`src/design/kdkf_pkg.sv`:
```
`timescale 1ns / 1ps
`default_nettype none

package kdkf_pkg;

    localparam int FIFO_DEPTH = 16;
    localparam int PTR_W      = $clog2(FIFO_DEPTH);

    localparam int KEY_W  = 4;
    localparam int PINS_W = 16;
    localparam int KEYS   = 12;

    localparam logic [KEYS-1:0] KEY_MASK = 12'hFFF;
    localparam logic [PINS_W-1:0] PINS_RESET = 16'hFFFF;

    localparam logic [1:0] OP_SAMPLE = 2'd0;
    localparam logic [1:0] OP_POP    = 2'd1;
    localparam logic [1:0] OP_QUERY  = 2'd2;

    // Pin index to key code and back: Y sits on pin 10, N on pin 11.
    localparam logic [KEY_W-1:0] BIT_TO_CODE [KEYS] = '{
        4'd0, 4'd1, 4'd2, 4'd3, 4'd4, 4'd5, 4'd6, 4'd7, 4'd8, 4'd9, 4'd11, 4'd10
    };

    typedef struct packed {
        logic             hit;
        logic [KEY_W-1:0] code;
    } t_dec;

    typedef struct packed {
        logic accept;
        logic exec;
        logic load;
    } t_cmd;

    typedef struct packed {
        logic out_free;
    } t_status;

    function automatic t_dec decode_keys(input logic [KEYS-1:0] low);
        t_dec d;
        d.hit  = 1'b0;
        d.code = '0;
        for (int i = 0; i < KEYS; i++) begin
            if (low == (KEY_MASK ^ (KEYS'(1) << i))) begin
                d.hit  = 1'b1;
                d.code = BIT_TO_CODE[i];
            end
        end
        return d;
    endfunction

    function automatic logic [KEYS-1:0] key_pattern(input logic [KEY_W-1:0] code);
        logic [KEYS-1:0] p;
        p = KEY_MASK;
        for (int i = 0; i < KEYS; i++) begin
            if (BIT_TO_CODE[i] == code) begin
                p = KEY_MASK ^ (KEYS'(1) << i);
            end
        end
        return p;
    endfunction

    function automatic logic [PTR_W-1:0] next_slot(input logic [PTR_W-1:0] p);
        logic [PTR_W-1:0] n;
        if (p == PTR_W'(FIFO_DEPTH - 1)) begin
            n = '0;
        end else begin
            n = p + PTR_W'(1);
        end
        return n;
    endfunction

endpackage

`default_nettype wire

```
`src/design/kdkf_ctrl.sv`:
```
`timescale 1ns / 1ps
`default_nettype none

module kdkf_ctrl (
    input  wire logic             i_clk,
    input  wire logic             i_rst_n,
    input  wire logic             i_in_valid,
    output logic                  o_in_stall,
    input  wire kdkf_pkg::t_status i_status,
    output kdkf_pkg::t_cmd        o_cmd
);

    localparam logic [1:0] S_IDLE   = 2'd0;
    localparam logic [1:0] S_EXEC   = 2'd1;
    localparam logic [1:0] S_RESULT = 2'd2;

    logic [1:0] r_state;
    logic [1:0] n_state;

    always_comb begin
        n_state      = r_state;
        o_cmd.accept = 1'b0;
        o_cmd.exec   = 1'b0;
        o_cmd.load   = 1'b0;
        unique case (r_state)
            S_IDLE: begin
                if (i_in_valid) begin
                    o_cmd.accept = 1'b1;
                    n_state      = S_EXEC;
                end
            end
            S_EXEC: begin
                o_cmd.exec = 1'b1;
                n_state    = S_RESULT;
            end
            S_RESULT: begin
                if (i_status.out_free) begin
                    o_cmd.load = 1'b1;
                    n_state    = S_IDLE;
                end
            end
            default: begin
                n_state = S_IDLE;
            end
        endcase
    end

    assign o_in_stall = (r_state != S_IDLE);

    always_ff @(posedge i_clk) begin
        if (!i_rst_n) begin
            r_state <= S_IDLE;
        end else begin
            r_state <= n_state;
        end
    end

    a_one_cmd: assert property (@(posedge i_clk) disable iff (!i_rst_n)
        $onehot0({o_cmd.accept, o_cmd.exec, o_cmd.load}))
        else $error("more than one command at once");

    a_exec_after_accept: assert property (@(posedge i_clk) disable iff (!i_rst_n)
        (i_rst_n && o_cmd.accept) |=> o_cmd.exec)
        else $error("accepted word not executed");

endmodule

`default_nettype wire

```
`src/design/kdkf_dp.sv`:
```
`timescale 1ns / 1ps
`default_nettype none

module kdkf_dp (
    input  wire logic                           i_clk,
    input  wire logic                           i_rst_n,
    input  wire kdkf_pkg::t_cmd                 i_cmd,
    output kdkf_pkg::t_status                   o_status,
    input  wire logic [1:0]                     i_opcode,
    input  wire logic [kdkf_pkg::PINS_W-1:0]    i_raw_pins,
    input  wire logic [kdkf_pkg::KEY_W-1:0]     i_query_key,
    input  wire logic                           i_out_stall,
    output logic                                o_out_valid,
    output logic [kdkf_pkg::KEY_W-1:0]          o_key_code,
    output logic                                o_key_valid,
    output logic                                o_key_captured,
    output logic                                o_fifo_nonempty,
    output logic                                o_any_key_down,
    output logic                                o_key_down_match
);

    logic [kdkf_pkg::KEY_W-1:0]  r_mem [kdkf_pkg::FIFO_DEPTH];
    logic [kdkf_pkg::KEY_W-1:0]  r_rd_data;

    logic [1:0]                  r_op;
    logic [kdkf_pkg::PINS_W-1:0] r_pins;
    logic [kdkf_pkg::KEY_W-1:0]  r_qkey;

    logic [kdkf_pkg::PINS_W-1:0] r_prev;
    logic [kdkf_pkg::PINS_W-1:0] n_prev;
    logic [kdkf_pkg::PTR_W-1:0]  r_wp;
    logic [kdkf_pkg::PTR_W-1:0]  n_wp;
    logic [kdkf_pkg::PTR_W-1:0]  r_rp;
    logic [kdkf_pkg::PTR_W-1:0]  n_rp;

    logic                        r_res_pop;
    logic                        n_res_pop;
    logic [kdkf_pkg::KEY_W-1:0]  r_res_code;
    logic [kdkf_pkg::KEY_W-1:0]  n_res_code;
    logic                        r_res_valid;
    logic                        n_res_valid;
    logic                        r_res_captured;
    logic                        n_res_captured;
    logic                        r_res_any;
    logic                        n_res_any;
    logic                        r_res_match;
    logic                        n_res_match;

    logic                        r_out_valid;
    logic [kdkf_pkg::KEY_W-1:0]  r_key_code;
    logic                        r_key_valid;
    logic                        r_key_captured;
    logic                        r_fifo_nonempty;
    logic                        r_any_key_down;
    logic                        r_key_down_match;

    kdkf_pkg::t_dec              dec;
    logic [kdkf_pkg::KEYS-1:0]   low;
    logic                        any;
    logic                        empty;
    logic                        full;
    logic                        push;

    assign low   = r_pins[kdkf_pkg::KEYS-1:0];
    assign dec   = kdkf_pkg::decode_keys(low);
    assign any   = (low != kdkf_pkg::KEY_MASK);
    assign empty = (r_wp == r_rp);
    assign full  = (kdkf_pkg::next_slot(r_wp) == r_rp);

    always_comb begin
        n_prev         = r_prev;
        n_wp           = r_wp;
        n_rp           = r_rp;
        push           = 1'b0;
        n_res_pop      = 1'b0;
        n_res_code     = '0;
        n_res_valid    = 1'b0;
        n_res_captured = 1'b0;
        n_res_any      = 1'b0;
        n_res_match    = 1'b0;
        unique case (r_op)
            kdkf_pkg::OP_SAMPLE: begin
                n_res_any = any;
                if (r_pins != r_prev) begin
                    n_prev = r_pins;
                    if (dec.hit) begin
                        n_res_code  = dec.code;
                        n_res_valid = 1'b1;
                        if (!full) begin
                            push           = i_cmd.exec;
                            n_wp           = kdkf_pkg::next_slot(r_wp);
                            n_res_captured = 1'b1;
                        end
                    end
                end
            end
            kdkf_pkg::OP_POP: begin
                if (!empty) begin
                    n_res_pop   = 1'b1;
                    n_res_valid = 1'b1;
                    n_rp        = kdkf_pkg::next_slot(r_rp);
                end
            end
            kdkf_pkg::OP_QUERY: begin
                n_res_any = any;
                if (r_qkey < kdkf_pkg::KEY_W'(kdkf_pkg::KEYS)) begin
                    n_res_match = (low == kdkf_pkg::key_pattern(r_qkey));
                end
            end
            default: begin
            end
        endcase
    end

    always_ff @(posedge i_clk) begin
        if (i_cmd.accept) begin
            r_op   <= i_opcode;
            r_pins <= i_raw_pins;
            r_qkey <= i_query_key;
        end
    end

    always_ff @(posedge i_clk) begin
        if (push) begin
            r_mem[r_wp] <= dec.code;
        end
        if (i_cmd.exec) begin
            r_rd_data <= r_mem[r_rp];
        end
    end

    always_ff @(posedge i_clk) begin
        if (!i_rst_n) begin
            r_prev <= kdkf_pkg::PINS_RESET;
            r_wp   <= '0;
            r_rp   <= '0;
        end else if (i_cmd.exec) begin
            r_prev <= n_prev;
            r_wp   <= n_wp;
            r_rp   <= n_rp;
        end
    end

    always_ff @(posedge i_clk) begin
        if (i_cmd.exec) begin
            r_res_pop      <= n_res_pop;
            r_res_code     <= n_res_code;
            r_res_valid    <= n_res_valid;
            r_res_captured <= n_res_captured;
            r_res_any      <= n_res_any;
            r_res_match    <= n_res_match;
        end
    end

    assign o_status.out_free = !r_out_valid || !i_out_stall;

    always_ff @(posedge i_clk) begin
        if (!i_rst_n) begin
            r_out_valid <= 1'b0;
        end else if (i_cmd.load) begin
            r_out_valid <= 1'b1;
        end else if (!i_out_stall) begin
            r_out_valid <= 1'b0;
        end
    end

    always_ff @(posedge i_clk) begin
        if (i_cmd.load) begin
            r_key_code       <= r_res_pop ? r_rd_data : r_res_code;
            r_key_valid      <= r_res_valid;
            r_key_captured   <= r_res_captured;
            r_fifo_nonempty  <= !empty;
            r_any_key_down   <= r_res_any;
            r_key_down_match <= r_res_match;
        end
    end

    assign o_out_valid      = r_out_valid;
    assign o_key_code       = r_key_code;
    assign o_key_valid      = r_key_valid;
    assign o_key_captured   = r_key_captured;
    assign o_fifo_nonempty  = r_fifo_nonempty;
    assign o_any_key_down   = r_any_key_down;
    assign o_key_down_match = r_key_down_match;

    a_capture_nonempty: assert property (@(posedge i_clk) disable iff (!i_rst_n)
        (i_cmd.load && r_res_captured) |-> (r_wp != r_rp))
        else $error("captured key left the fifo empty");

    a_pop_advances: assert property (@(posedge i_clk) disable iff (!i_rst_n)
        (i_rst_n && i_cmd.exec && r_op == kdkf_pkg::OP_POP && r_wp != r_rp)
        |=> (r_rp != $past(r_rp)))
        else $error("pop did not advance read pointer");

    a_sample_stored: assert property (@(posedge i_clk) disable iff (!i_rst_n)
        (i_rst_n && i_cmd.exec && r_op == kdkf_pkg::OP_SAMPLE)
        |=> (r_prev == $past(r_pins)))
        else $error("sample not stored as previous pins");

endmodule

`default_nettype wire

```
`src/design/keypad_decode_key_fifo.sv`:
```
// Keypad decoder with a key queue. Each word carries an opcode: a pin sample
// (decoded and queued when it differs from the last stored sample and shows
// exactly one key down), a pop of the oldest queued key, or a query of the
// current pins. The queue has kdkf_pkg::FIFO_DEPTH slots and holds one key
// fewer; keys that arrive when it is full are dropped. Every word gives one
// result word. A word passes from acceptance to the result register in three
// steps (accept, execute, load); the key store is read into a register in the
// execute step, and the load waits while a held result is stalled.
// Input is stalled while a word is in flight; a finished result may wait in
// the output register while the next word is accepted and executed.
`timescale 1ns / 1ps
`default_nettype none

module keypad_decode_key_fifo (
    input  wire logic                           i_clk,
    input  wire logic                           i_rst_n,
    input  wire logic                           i_in_valid,
    output logic                                o_in_stall,
    input  wire logic [1:0]                     i_opcode,
    input  wire logic [kdkf_pkg::PINS_W-1:0]    i_raw_pins,
    input  wire logic [kdkf_pkg::KEY_W-1:0]     i_query_key,
    output logic                                o_out_valid,
    input  wire logic                           i_out_stall,
    output logic [kdkf_pkg::KEY_W-1:0]          o_key_code,
    output logic                                o_key_valid,
    output logic                                o_key_captured,
    output logic                                o_fifo_nonempty,
    output logic                                o_any_key_down,
    output logic                                o_key_down_match
);

    kdkf_pkg::t_cmd    cmd;
    kdkf_pkg::t_status status;

    kdkf_ctrl u_ctrl (
        .i_clk      (i_clk),
        .i_rst_n    (i_rst_n),
        .i_in_valid (i_in_valid),
        .o_in_stall (o_in_stall),
        .i_status   (status),
        .o_cmd      (cmd)
    );

    kdkf_dp u_dp (
        .i_clk            (i_clk),
        .i_rst_n          (i_rst_n),
        .i_cmd            (cmd),
        .o_status         (status),
        .i_opcode         (i_opcode),
        .i_raw_pins       (i_raw_pins),
        .i_query_key      (i_query_key),
        .i_out_stall      (i_out_stall),
        .o_out_valid      (o_out_valid),
        .o_key_code       (o_key_code),
        .o_key_valid      (o_key_valid),
        .o_key_captured   (o_key_captured),
        .o_fifo_nonempty  (o_fifo_nonempty),
        .o_any_key_down   (o_any_key_down),
        .o_key_down_match (o_key_down_match)
    );

endmodule

`default_nettype wire

```
`config.mk`:
```
export PLATFORM = sky130hd
export DESIGN_NAME = keypad_decode_key_fifo
export DESIGN_NICKNAME = d
export VERILOG_FILES = /design/src/design/kdkf_pkg.sv /design/src/design/kdkf_ctrl.sv /design/src/design/kdkf_dp.sv /design/src/design/keypad_decode_key_fifo.sv
export SDC_FILE = /design/constraint.sdc
export NUM_CORES = 1
export LEC_CHECK = 0
export BUFFER_PORTS_ARGS = -buffer_cell sky130_fd_sc_hd__buf_2
export CAP_MARGIN = 30
export CELL_PAD_IN_SITES_DETAIL_PLACEMENT = 0
export CELL_PAD_IN_SITES_GLOBAL_PLACEMENT = 1
export CORE_MARGIN = 2
export CORE_UTILIZATION = 46
export DETAILED_ROUTE_END_ITERATION = 10
export GPL_TIMING_DRIVEN = 0
export PLACE_DENSITY = 0.76
export SLEW_MARGIN = 20
export SYNTH_ARGS = -nofsm -noshare
export SYNTH_HDL_FRONTEND = slang
export SYNTH_HIERARCHICAL = 1
export SYNTH_SLANG_ARGS = --single-unit
```
`constraint.sdc`:
```
create_clock -name i_clk -period 2.15 [get_ports i_clk]
set_input_delay 0.43 -clock i_clk [delete_from_list [all_inputs] [get_ports i_clk]]
set_output_delay 0.43 -clock i_clk [all_outputs]
set_load 0.01 [all_outputs]
```
Word-level counts from Yosys, hierarchy flattened
Memory sizes are Yosys's and may differ from the RTL's. A register that Yosys moved wholly into a read port is not among the register bits.
Cells that the tools add are included.
Storage, ports and cells
  flip-flop bits (word level): 67
  bits in writable memories: 64
  memories kept: 1
  output and inout port bits: 11
Memory list
  u_dp.r_mem: words 16, width 4, read ports 1, clocked after memory_dff 1, write ports 1, line kdkf_dp.sv:22  | logic [kdkf_pkg::KEY_W-1:0] r_mem [kdkf_pkg::FIFO_DEPTH];
Operators by class
  bitwise operators: 2
  $lt $le $gt $ge: 1
  reduce and logical (&&, ||, !) cells: 15
  equality and inequality tests: 37
  add/subtract/negate cells: 2
  muxes and demuxes: 50
Operators with widths (count)
  $eq A12 B12 Y1 const B: 11
  $mux W5: 13
  $mux W12: 3
  $mux W1: 18
  $eq A3 B4 Y1 const A: 4
  $eq A4 B4 Y1 const A: 4
  $mux W4: 4
  $ne A16 B16 Y1: 1
  $eq A12 B11 Y1 const B: 1
  $eq A12 B12 Y1: 1
  $ne A12 B12 Y1 const B: 1
  $mux W11: 1
  $mux W10: 1
  $mux W9: 1
  $reduce_and A3 Y1: 3
  $add A4 B1 Y4 const B: 2
  $eq A2 B4 Y1 const A: 2
  $eq A4 B4 Y1: 2
  $eq A4 B4 Y1 const B: 2
  $mux W8: 1
  $mux W7: 1
  $mux W2: 3
  $mux W6: 1
  $pmux W2 S3: 1
  other kinds (17): 25

Logic depth before layout (Yosys ltp)
Gate-level depths: netlist (run 1).
  word-level depth: 18
  mapped depth: 9
  mapped depth without buffers: 7

Hierarchy
Netlist (run 1), hierarchy kept.
Modules (own cells, without submodules)
  kdkf_dp: cells an instance 421, area an instance 5985.7 um2, seq. area each 3743.6 um2, instances 1
  kdkf_ctrl: cells an instance 10, area an instance 102.6 um2, seq. area each 40.0 um2, instances 1

Worst setup path after synthesis (run 1)
Ideal clock, no wire load.
  kind: register to register
  from: register u_dp/r_wp[0] in the netlist's numbering
  to: memory u_dp/r_mem[9][0] in the netlist's numbering (enable)
  data arrival time: 1944 ps
  cell stages (with the launch flop): 9
  period minus slack after synthesis: 2253 ps
  buffers on the path: 1
  setup slack: -103 ps
  cell sequence: dfxtp_1 -> ha_1 -> inv_1 -> a311oi_2 -> xnor2_1 -> o2111ai_4 -> nor2_4 -> buf_6 -> and3_1
Between the ends
  longest elaborated chain between the ends: 9
Ends and longest elaborated chain
  from (decl): line kdkf_dp.sv:31  | logic [kdkf_pkg::PTR_W-1:0] r_wp;
  from (signal assigned): line kdkf_dp.sv:139  | r_wp <= n_wp;
  $add A4 B1 Y4 or $eq A4 B4 Y1 (tied branches): line kdkf_pkg.sv:69, kdkf_pkg.sv:66
  $mux W4: line kdkf_pkg.sv:66  | if (p == PTR_W'(FIFO_DEPTH - 1)) begin
  $eq A4 B4 Y1: line kdkf_dp.sv:68  | assign full = (kdkf_pkg::next_slot(r_wp) == r_rp);
  $mux W1: line kdkf_dp.sv:89  | if (!full) begin
  $mux W1: line kdkf_dp.sv:86  | if (dec.hit) begin
  $mux W1: line kdkf_dp.sv:84  | if (r_pins != r_prev) begin
  $mux W1: line kdkf_dp.sv:81  | unique case (r_op)
  $mux W1: line kdkf_dp.sv:124  | if (push) begin
  $mux W1 (implied by the code): line kdkf_dp.sv:125  | r_mem[r_wp] <= dec.code;
  to (decl): line kdkf_dp.sv:22
Several ways; a longest one is shown, not always the timed one.

Final worst setup path (run 1)
  from: register u_dp/r_qkey[2] in the netlist's numbering
  to: register u_dp.r_res_match, data pin
Between the ends
  longest elaborated chain between the ends: 16
Ends and longest elaborated chain
  from (decl): line kdkf_dp.sv:27  | logic [kdkf_pkg::KEY_W-1:0] r_qkey;
  from (signal assigned): line kdkf_dp.sv:119  | r_qkey <= i_query_key;
  $logic_not A4 Y1: line kdkf_pkg.sv:57  | if (BIT_TO_CODE[i] == code) begin
  $mux W1: line kdkf_pkg.sv:57
  $mux W2: line kdkf_pkg.sv:57
  $mux W3: line kdkf_pkg.sv:57
  $mux W4: line kdkf_pkg.sv:57
  $mux W5: line kdkf_pkg.sv:57
  $mux W6: line kdkf_pkg.sv:57
  $mux W7: line kdkf_pkg.sv:57
  $mux W8: line kdkf_pkg.sv:57
  $mux W9: line kdkf_pkg.sv:57
  $mux W10: line kdkf_pkg.sv:57
  $mux W11: line kdkf_pkg.sv:57
  $mux W12: line kdkf_pkg.sv:57
  $mux W12: line kdkf_dp.sv:106  | if (r_qkey < kdkf_pkg::KEY_W'(kdkf_pkg::KEYS)) begin
  $mux W12: line kdkf_dp.sv:81
  $eq A12 B12 Y1: line kdkf_dp.sv:107  | n_res_match = (low == kdkf_pkg::key_pattern(r_qkey));
  to (signal assigned): line kdkf_dp.sv:151  | r_res_match <= n_res_match;
  to (decl): line kdkf_dp.sv:46  | logic r_res_match;
Several ways; a longest one is shown, not always the timed one. The select of a mux whose other input is x is not followed.
A chain may end at the register's enable or synchronous reset.

==> results_dict.tcl, run 1 <==
set metrics [dict create \
    outcome "finished with violations" \
    violations "negative setup slack" \
    synth-edff-count 108 \
    worstPathRequired_ns 2.40 \
    fmax_mhz 454.0 \
    syn_area_sq_mm 0.006088 \
    synth.distinct_cells 58 \
    rows 42 \
    crit_type "reg2reg" \
    dr.pass1.iters 5 \
    synth_simple_gate_area_frac 0.1153 \
    worstHoldStart "i_opcode[1]" \
    yosys-top-cells-count "108 x edfxtp_1, 28 x nand2_1, 27 x dfxtp_1, 20 x mux4_2, 20 x nor2_1" \
    critPathArrivalTime_ns 2.45 \
    ir_drop_v 0.0008075 \
    yosys_warnings 6 \
    finalSetupViolCount 57 \
    min_path_cells 1 \
    multiInputGateArea_sq_mm 0.002327 \
    rsz0062_at_grt "true" \
    powerDensity_mw_per_mm2 802.5 \
    grt_max_degree 20 \
    dieArea_sq_mm 0.01417 \
    synth_compound_area_frac 0.06638 \
    cts.clk_slew.worst_paths_ns 0.06 \
    ios 37 \
    finalMaxSlewViolations 0 \
    gp_congestion 0.8171 \
    grt_usage 0.1920 \
    layout.cells.non_filler 711 \
    synthXorXnorAreaFrac 0.04460 \
    cts_max_level 4 \
    dp_hpwl_microns 8396 \
    yosysSeqAreaShare 0.6215 \
    synth_top_area_share 0.5327 \
    viasPerCell 5.426 \
    start_kind "register" \
    yosys-top-cells-area "edfxtp_1 53%, dfxtp_1 8.9%, mux4_2 7.4%" \
    cts_root_buf "clkbuf_16" \
    cts_buffers 17 \
    dp_cells 645 \
    r2r_slack_ns -0.05 \
    wire_per_inst_microns 17.94 \
    period_share 1.024 \
    worst_pin_slew_ns 0.6714 \
    synth_cells 431 \
    reg2reg_from "u_dp/r_qkey[2]$_DFFE_PP_" \
    drt_wl_total_microns 12760 \
    antenna_found_initial 0 \
    rr_worst_depth 6 \
    coreArea_sq_mm 0.01309 \
    finClkSkew_ns 0.01172 \
    drt_drc_violations_left 0 \
    min_to "u_dp/r_op[1]$_DFFE_PP_" \
    ys_seq_elements 135 \
    synth_top_area_cell "edfxtp_1" \
    period_minus_slack_ns 2.202 \
    crit_fanout 8 \
    die_h_microns 119.0 \
    diodes 0 \
    power.total_w 0.006200 \
    cts_tree "built" \
    seq_area_sq_mm 0.003794 \
    layout_setup_ws_ns -0.05248 \
    mappedNetlistNets 462 \
    synth.avg_cell_area_sq_um 14.13 \
    clk_latency_ns 0.42 \
    hold_buffers 0 \
    synth_top_family_by_area "simple AND/OR/NAND/NOR gates" \
    die_w_microns 119.0 \
    grt_pass1_vias 3963 \
    io_buffers 36 \
    yosysMostFrequentCell "edfxtp_1" \
    synth_adder_area_share 0.01028 \
    slew_headroom 0.5519 \
    via_count 3858 \
    async_reset_ff_frac 0 \
    regToRegEndpoint "u_dp/r_res_match$_SDFFCE_PN0P_" \
    hold_viol_final 0 \
    nNetsFinal 553 \
    synth_ff_type "edfxtp_1" \
    hold_class "in2reg" \
    grt_pass1_wl_microns 20530 \
    area_delta_synth_final_pct 26.90 \
    post-place-ws_ns -0.4165 \
    power.leakage_nw 2.685 \
    numClockSinks 135 \
    fill_cells 1027 \
    drive_gt1_frac 0.3832 \
    crit_path_end_kind "register" \
    muxShareOfSynthArea 0.1077 \
    clock_path_buffers 2 \
    finalInstanceArea_sq_mm 0.007726 \
    placed_area_sq_mm 0.006530 \
    initial_utilization 0.4653 \
    overflow 0 \
    cap_violations 0 \
    drt_iter0_markers 213 \
    postRouteAntennaNets 0 \
]
## routing by layer
metal,track usage,up-vias,wire [microns]
met5,0,-,0
met4,0.07813,0,202
met3,0.05651,16,636
met2,0.3229,93,6625
met1,0.2316,1911,5293
li1,-,1838,-
## kinds of logic (layout without fill, tap and decap cells)
family                   after synthesis  count (layout)
buffers and inverters                 39             143
adder cells (fa/ha/maj)                5               5
AO/OA/AOI/OAI                         56              56
multiplexers                          40              40
flip-flops                           135             135
AND/OR/NAND/NOR                      125             125
XOR/XNOR                              31              31
## timing repair
action                                 4_1_cts  5_1_grt
pin swaps                                   12       15
endpoints found under the hold margin        0        0
gates resized for setup                     61       29
setup buffers                               20       17
setup endpoints to repair                  157      103
gates cloned                                 1        0
## cells in the final DEF (no fill, tap or decap), types with 11 or more instances in the layout
cell type / n
edfxtp_1: 108
buf_4: 40
buf_2: 39
nand2_1: 28
dfxtp_1: 23
mux4_2: 20
clkbuf_16: 17
nor2_1: 17
buf_6: 16
mux2i_1: 16
a21oi_1: 15
xor2_1: 15
and3_4: 15
xnor2_1: 11
nand3_1: 11
## cell type report
cell class | instances | area share
Timing Repair Buffer | 76 | 0.06623
Clock inverter | 12 | 0.02251
Multi-Input combinational cell | 257 | 0.3012
Sequential cell | 135 | 0.4910
Clock buffer | 20 | 0.05652
Tap cell | 176 | 0.02850
Buffer | 26 | 0.02964
Inverter | 9 | 0.004372
## metrics by stage
stage / setup TNS (ns) / hold WS (ns) / util
global placement: -36.40 / 0.4024 / 0.4968
finish: -1.987 / 0.1820 / 0.5905
global route: -6.489 / 0.1633 / 0.5905
detailed placement: -31.89 / 0.4108 / 0.4990
CTS: -1.407 / 0.1676 / 0.5721
floorplan: 0 / 0.4003 / -
## power by group
| group | switching [W] | total (W) | internal [W] |
|---|---|---|---|
| clock | 0.00104 | 0.00298 | 0.00194 |
| sequential | 0.0000332 | 0.00289 | 0.00285 |
| combinational | 0.000181 | 0.000335 | 0.000154 |
| total | 0.00125 | 0.00620 | 0.00495 |
## worst max-delay path, stage by stage (launching register included)
cell and delay [ns]:
edfxtp_1 0.38, buf_6 0.15, or4b_4 0.48, a211oi_2 0.21, o221ai_1 0.14, or4_4 0.46
nor4_4 0.21
## sequential cells by signal, summed over array words and instances, names as in the netlist, 2 cells and up
signal / cells
u_dp/r_pins: 16
u_dp/r_op: 2
u_dp/r_rd_data: 4
u_dp/r_mem: 64
u_dp/r_wp: 4
u_dp/o_key_code: 4
u_dp/r_rp: 4
u_dp/r_res_code: 4
u_dp/r_prev: 16
u_dp/r_qkey: 4
u_ctrl/r_state: 2
## worst max-delay path by stage
stage | start | to | slack [ns] | cells past startpoint
final | u_dp/r_qkey[2]$_DFFE_PP_ | u_dp/r_res_match$_SDFFCE_PN0P_ | -0.05 | 6
after global placement | u_dp/r_pins[0]$_DFFE_PP_ | u_dp/r_mem[6][1]$_DFFE_PP_ | -0.65 | 5
after CTS | u_dp/r_wp[2]$_SDFFE_PN0P_ | u_dp/r_mem[1][1]$_DFFE_PP_ | -0.04 | 8
after global routing | u_dp/r_wp[0]$_SDFFE_PN0P_ | u_dp/r_mem[9][1]$_DFFE_PP_ | -0.13 | 7
after detailed placement | u_dp/r_pins[2]$_DFFE_PP_ | u_dp/r_prev[7]$_SDFFE_PN1P_ | -0.42 | 9
after floorplan | u_dp/r_wp[0]$_SDFFE_PN0P_ | u_dp/r_mem[9][0]$_DFFE_PP_ | 0.02 | 8
No activity file was read; power rests on OpenSTA's default activity.
==> run 2, diff against run 1 <==
--- a/config.mk
+++ b/config.mk
@@ -5,15 +5,16 @@
 export SDC_FILE = /design/constraint.sdc
 export NUM_CORES = 1
 export LEC_CHECK = 0
+export ABC_AREA = 1
 export BUFFER_PORTS_ARGS = -buffer_cell sky130_fd_sc_hd__buf_2
 export CAP_MARGIN = 30
 export CELL_PAD_IN_SITES_DETAIL_PLACEMENT = 0
 export CELL_PAD_IN_SITES_GLOBAL_PLACEMENT = 1
 export CORE_MARGIN = 2
-export CORE_UTILIZATION = 46
+export CORE_UTILIZATION = 43
 export DETAILED_ROUTE_END_ITERATION = 10
 export GPL_TIMING_DRIVEN = 0
-export PLACE_DENSITY = 0.76
+export PLACE_DENSITY = 0.75
 export SLEW_MARGIN = 20
 export SYNTH_ARGS = -nofsm -noshare
 export SYNTH_HDL_FRONTEND = slang
==> run 2 against run 1 <==
The run still ends with negative setup slack left. Sequential share of layout area fell by 0.39 points. Critical path type unchanged. Via count rose by 16%. Largest cell class unchanged. Power fell by 0.76%.
==> results_dict.tcl, run 2 <==
set metrics [dict create \
    yosysSeqAreaShare 0.6169 \
    synth_cells 588 \
    dr.pass1.iters 7 \
    syn_area_sq_mm 0.006133 \
    crit_path_end_kind "register" \
    fill_cells 1182 \
    synth.distinct_cells 39 \
    synth_top_area_share 0.5288 \
    fmax_mhz 460.2 \
    violations "negative setup slack" \
    largest_reg_flops 64 \
    cts_root_buf "clkbuf_16" \
    cts_buffers 17 \
    grt_max_degree 19 \
    period_minus_slack_ns 2.173 \
    powerDensity_mw_per_mm2 789.5 \
    cts_tree "built" \
    rsz0062_at_grt "true" \
    coreArea_sq_mm 0.01388 \
    power.total_w 0.006153 \
    sw_frac_of_total 0.2062 \
    die_h_microns 123.4 \
    ys_seq_elements 135 \
    power.leakage_nw 3.325 \
    viasPerCell 5.143 \
    yosys-top-cells-count "122 x nand2_1, 108 x edfxtp_1, 81 x nor2_1, 58 x inv_1, 27 x dfxtp_1" \
    wire_per_inst_microns 16.31 \
    synth.avg_cell_area_sq_um 10.43 \
    worst_pin_slew_ns 0.8119 \
    drive_gt1_frac 0.2659 \
    netSwitchingPower_w 0.001269 \
    crit_type "reg2reg" \
    dp_hpwl_microns 9632 \
    ios 37 \
    hold_buffers 0 \
    cts.clk_slew.worst_paths_ns 0.06 \
    grt_usage 0.1977 \
    die_w_microns 123.4 \
    clock_path_buffers 2 \
    hold_class "in2reg" \
    hold_viol_final 0 \
    diodes 0 \
    setup_tns_ns -0.3219 \
    cts_max_level 4 \
    cap_violations 0 \
    internal_power_w 0.004884 \
    drt_iter0_markers 371 \
    slew_headroom 0.4558 \
    grt_pass1_wl_microns 22200 \
    initial_utilization 0.4419 \
    overflow 0 \
    critPathArrivalTime_ns 2.27 \
    postRouteAntennaNets 0 \
    outcome "finished with violations" \
    start_kind "register" \
    finalSetupViolCount 21 \
    clk_latency_ns 0.42 \
    via_count 4485 \
    finClkSkew_ns 0.007945 \
    layout_setup_ws_ns -0.02308 \
    ir_drop_v 0.0004604 \
    drt_drc_violations_left 0 \
    rows 43 \
    mappedNetlistNets 619 \
    yosysMostFrequentCell "nand2_1" \
    period_share 1.011 \
    final_cell_mix "115 x nand2_1, 108 x edfxtp_1, 74 x nor2_1" \
    drt_wl_total_microns 14220 \
    p_clk_frac 0.487 \
    combPwrFrac 0.043 \
    async_reset_ff_frac 0 \
    yosys-top-cells-area "edfxtp_1 53%, dfxtp_1 8.8%, nand2_1 7.5%" \
    yosys_warnings 6 \
    top_regs "u_dp/r_mem x64, u_dp/r_pins x16, u_dp/r_prev x16" \
    finalMaxSlewViolations 0 \
    regMostFlops "u_dp/r_mem" \
    nNetsFinal 710 \
    final_common_cell "nand2_1" \
    synth_ff_type "edfxtp_1" \
    grt_pass1_vias 4368 \
    io_buffers 36 \
    crit_fanout 5 \
    numClockSinks 135 \
    worstPathRequired_ns 2.25 \
    seqPwrFrac 0.471 \
    synth_top_area_cell "edfxtp_1" \
    synth-edff-count 108 \
    antenna_found_initial 0 \
    gp_congestion 0.8081 \
    dieArea_sq_mm 0.01524 \
    area_delta_synth_final_pct 27.07 \
]
run 2: changes by cell type after synthesis, sizes merged, moves of 16 or more:
cell / before / now
nor3: 5 / 21
nor2: 21 / 87
inv: 9 / 61
nand2: 28 / 128
and3: 19 / 0
mux4: 20 / 0
run 2: kinds of logic after synthesis:
kind of cell / synth area share
compound gates: 0.07772
simple gates: 0.1958
mux: 0.01550
buf+inv: 0.05386
flops: 0.6169
xor+xnor: 0.02999
fa+ha+maj: 0.01020
run 2: metrics by stage:
step / setup slack (ns) / hold slack, ns / instance area [sq um] / utilization / std cells
floorplan: 0.005824 / 0.4003 / 6133 / - / 588
global placement: -0.3938 / 0.4073 / 6539 / 0.4711 / 804
detailed placement: -0.4351 / 0.4075 / 6558 / 0.4724 / 805
CTS: -0.05124 / 0.1706 / 7574 / 0.5456 / 855
global route: -0.1546 / 0.1686 / 7794 / 0.5615 / 872
finish: -0.02308 / 0.1861 / 7794 / 0.5615 / 872
run 2: worst paths after layout:
check / slack, ns / end / depth (start not counted) / from
hold / removal: 0.19 / u_dp/r_qkey[0]$_DFFE_PP_ / 1 / i_query_key[0]
setup / recovery: -0.02 / u_dp/r_mem[10][1]$_DFFE_PP_ / 10 / u_dp/r_pins[11]$_DFFE_PP_
hold reg to reg: 0.42 / u_dp/o_key_down_match$_DFFE_PP_ / 0 / u_dp/r_res_match$_SDFFCE_PN0P_
setup reg to reg: -0.02 / u_dp/r_mem[10][1]$_DFFE_PP_ / 10 / u_dp/r_pins[11]$_DFFE_PP_
run 2: layout make-up:
cell class / count / area [sq um] / area share
plain buffers: 20 / 132.6 / 0.01702
clock buffers: 18 / 429.2 / 0.05507
clock inverters: 14 / 182.7 / 0.02344
inverters: 61 / 235.2 / 0.03018
multi-input cells: 372 / 2291 / 0.2939
flip-flops and latches: 135 / 3796 / 0.4871
well taps: 180 / 225.2 / 0.02890
repair buffers: 72 / 501.7 / 0.06438
run 2: worst max-delay path, stage by stage, from the launching register on:
cell	delay [ns]
edfxtp_1	0.46
nand2_2	0.15
nor2_8	0.19
nand2_4	0.07
a21oi_4	0.15
nor2_4	0.05
nand3_2	0.10
nand4_4	0.15
buf_12	0.17
buf_8	0.12
nor3_4	0.25
run 2: metal layers:
metal  global-route usage  routed length (microns)  up-vias
li1                     -                        -     2210
met1               0.2564                     6427     2158
met2               0.3214                     6891       90
met3              0.04244                      507       27
met4              0.08239                      391        0
met5                    0                        0        -
run 2: what timing repair did:
item                       4_1_cts  5_1_grt
hold endpoints to repair         0        0
setup buffers                   17       18
cloned                           1        0
gates resized for setup         58       29
pin swaps                       11       13
setup endpoints to repair       67      116
run 2: power groups by stage:
stage	sequential, W	clock [W]	combinational (W)
detailed placement	0.00296	0	0.000234
CTS	0.00290	0.00304	0.000252
global route	0.00290	0.00318	0.000293
finish	0.00290	0.00299	0.000263
floorplan	0.00295	0	0.000158
global placement	0.00295	0	0.000224
==> run 3, diff against run 2 <==
--- a/config.mk
+++ b/config.mk
@@ -6,7 +6,7 @@
 export NUM_CORES = 1
 export LEC_CHECK = 0
 export ABC_AREA = 1
-export BUFFER_PORTS_ARGS = -buffer_cell sky130_fd_sc_hd__buf_2
+export BUFFER_PORTS_ARGS = -buffer_cell sky130_fd_sc_hd__buf_4
 export CAP_MARGIN = 30
 export CELL_PAD_IN_SITES_DETAIL_PLACEMENT = 0
 export CELL_PAD_IN_SITES_GLOBAL_PLACEMENT = 1
==> run 3 against run 2 <==
The run still ends with negative setup slack left. Register-to-register slack lost 0.02 ns. Maximum frequency down 1.1%. Global-route usage up 0.19 points. Sequential share of layout area down 0.19 points. Largest power group unchanged. First-iteration DRC count rose by 1.9%. Via count rose by 0.54%. Sequential power barely moved. Power fell by 0.88%. Routed wire length increased by 0.79%.
==> results_dict.tcl, run 3 (same netlist as run 2, synthesis figures left out) <==
set metrics [dict create \
    outcome "finished with violations" \
    violations "negative setup slack" \
    p_clk_frac 0.479 \
    critPathArrivalTime_ns 2.30 \
    io_buffers 36 \
    period_share 1.022 \
    via_count 4509 \
    slew_headroom 0.4792 \
    numClockSinks 135 \
    period_minus_slack_ns 2.198 \
    die_w_microns 123.4 \
    cts_tree "built" \
    gp_congestion 0.8605 \
    finClkSkew_ns 0.008207 \
    cts_buffers 17 \
    dr.pass1.iters 5 \
    powerDensity_mw_per_mm2 780.6 \
    nNetsFinal 701 \
    largest_reg_flops 64 \
    antenna_found_initial 0 \
    overflow 0 \
    power.total_w 0.006099 \
    cts_max_level 4 \
    final_common_cell "nand2_1" \
    seqPwrFrac 0.475 \
    postRouteAntennaNets 0 \
    worst_pin_slew_ns 0.7769 \
    ios 37 \
    clock_path_buffers 2 \
    drive_gt1_frac 0.2592 \
    hold_class "in2reg" \
    worstPathRequired_ns 2.25 \
    clk_latency_ns 0.42 \
    crit_path_end_kind "register" \
    rows 43 \
    r2r_slack_ns -0.05 \
    viasPerCell 5.225 \
    die_h_microns 123.4 \
    hold_viol_final 0 \
    grt_pass1_wl_microns 22370 \
    cts.clk_slew.worst_paths_ns 0.06 \
    grt_max_degree 20 \
    layout_setup_ws_ns -0.04754 \
    crit_type "reg2reg" \
    cts_root_buf "clkbuf_16" \
    whs_ns 0.1818 \
    ir_drop_v 0.0004653 \
    finalMaxSlewViolations 0 \
    drt_wl_total_microns 14330 \
    drt_drc_violations_left 0 \
    netSwitchingPower_w 0.001392 \
    cap_violations 0 \
    finalSetupViolCount 34 \
    coreArea_sq_mm 0.01388 \
    drt_iter0_markers 378 \
    grt_pass1_vias 4424 \
    sw_frac_of_total 0.2283 \
    crit_fanout 5 \
    fmax_mhz 455.1 \
    dp_hpwl_microns 9773 \
    internal_power_w 0.004707 \
    rsz0062_at_grt "true" \
    power.leakage_nw 3.309 \
    dieArea_sq_mm 0.01524 \
    grt_usage 0.1995 \
    wire_per_inst_microns 16.60 \
    top_regs "u_dp/r_mem x64, u_dp/r_pins x16, u_dp/r_prev x16" \
    final_cell_mix "117 x nand2_1, 108 x edfxtp_1, 73 x nor2_1" \
    start_kind "register" \
    initial_utilization 0.4419 \
    diodes 0 \
    area_delta_synth_final_pct 27.40 \
    regMostFlops "u_dp/r_mem" \
    combPwrFrac 0.045 \
    setup_tns_ns -0.8389 \
]
## run 3: final timing paths
check,startpoint,to,cells past startpoint
max,u_dp/r_pins[1]$_DFFE_PP_,u_dp/r_mem[9][2]$_DFFE_PP_,12
min,i_raw_pins[9],u_dp/r_pins[9]$_DFFE_PP_,1
max reg2reg,u_dp/r_pins[1]$_DFFE_PP_,u_dp/r_mem[9][2]$_DFFE_PP_,12
min reg2reg,u_dp/r_res_match$_SDFFCE_PN0P_,u_dp/o_key_down_match$_DFFE_PP_,0
## run 3: cell type report
type	instances	area, sq um
multi-input cells	372	2286
clock inverters	15	167.7
fillers	1166	6067
inverters	61	239.0
plain buffers	18	105.1
repair buffers	65	574.3
well taps	180	225.2
flip-flops and latches	135	3791
clock buffers	17	425.4
## run 3: timing repair
item | CTS | global route
resized for setup | 59 | 22
pin swaps | 9 | 12
hold buffers | 0 | 0
buffers inserted | 18 | 8
endpoints found under the setup margin | 65 | 111
gates cloned | 1 | 1
## run 3: routing by layer
metal  wire, microns  vias to the layer above  share of wire  track usage
met5               0                        -              0            0
met4             338                        0          0.024      0.09304
met3             479                       25          0.033      0.04197
met2            7136                      119           0.50       0.3280
met1            6376                     2180           0.44       0.2522
li1                -                     2185              -            -
## run 3: metrics by stage
stage | setup WS, ns | std cells | instance area (sq um) | util
2_1_floorplan | 0.005824 | 588 | 6133 | -
3_3_place_gp | -0.3875 | 804 | 6629 | 0.4776
3_5_place_dp | -0.4411 | 805 | 6648 | 0.4789
4_1_cts | -0.04168 | 854 | 7656 | 0.5516
5_1_grt | -0.1727 | 863 | 7814 | 0.5629
6_report | -0.04754 | 863 | 7814 | 0.5629
## run 3: power groups by stage
| stage | combinational, W | clock, W | sequential, W |
|---|---|---|---|
| 2_1_floorplan | 0.000158 | 0 | 0.00295 |
| 3_3_place_gp | 0.000239 | 0 | 0.00296 |
| 3_5_place_dp | 0.000250 | 0 | 0.00296 |
| 4_1_cts | 0.000268 | 0.00294 | 0.00290 |
| 5_1_grt | 0.000308 | 0.00307 | 0.00290 |
| 6_report | 0.000276 | 0.00292 | 0.00290 |
## run 3: worst max-delay path, stage by stage (launching register included)
cell and delay, ns:
edfxtp_1 0.44, inv_1 0.14, nand2_1 0.09, nand2_1 0.05
nand2_1 0.09, nor2_1 0.05, nand2_1 0.09, nor2_2 0.06
nor2_4 0.16, nand4_4 0.13, buf_12 0.16, buf_12 0.14
nor3_4 0.27
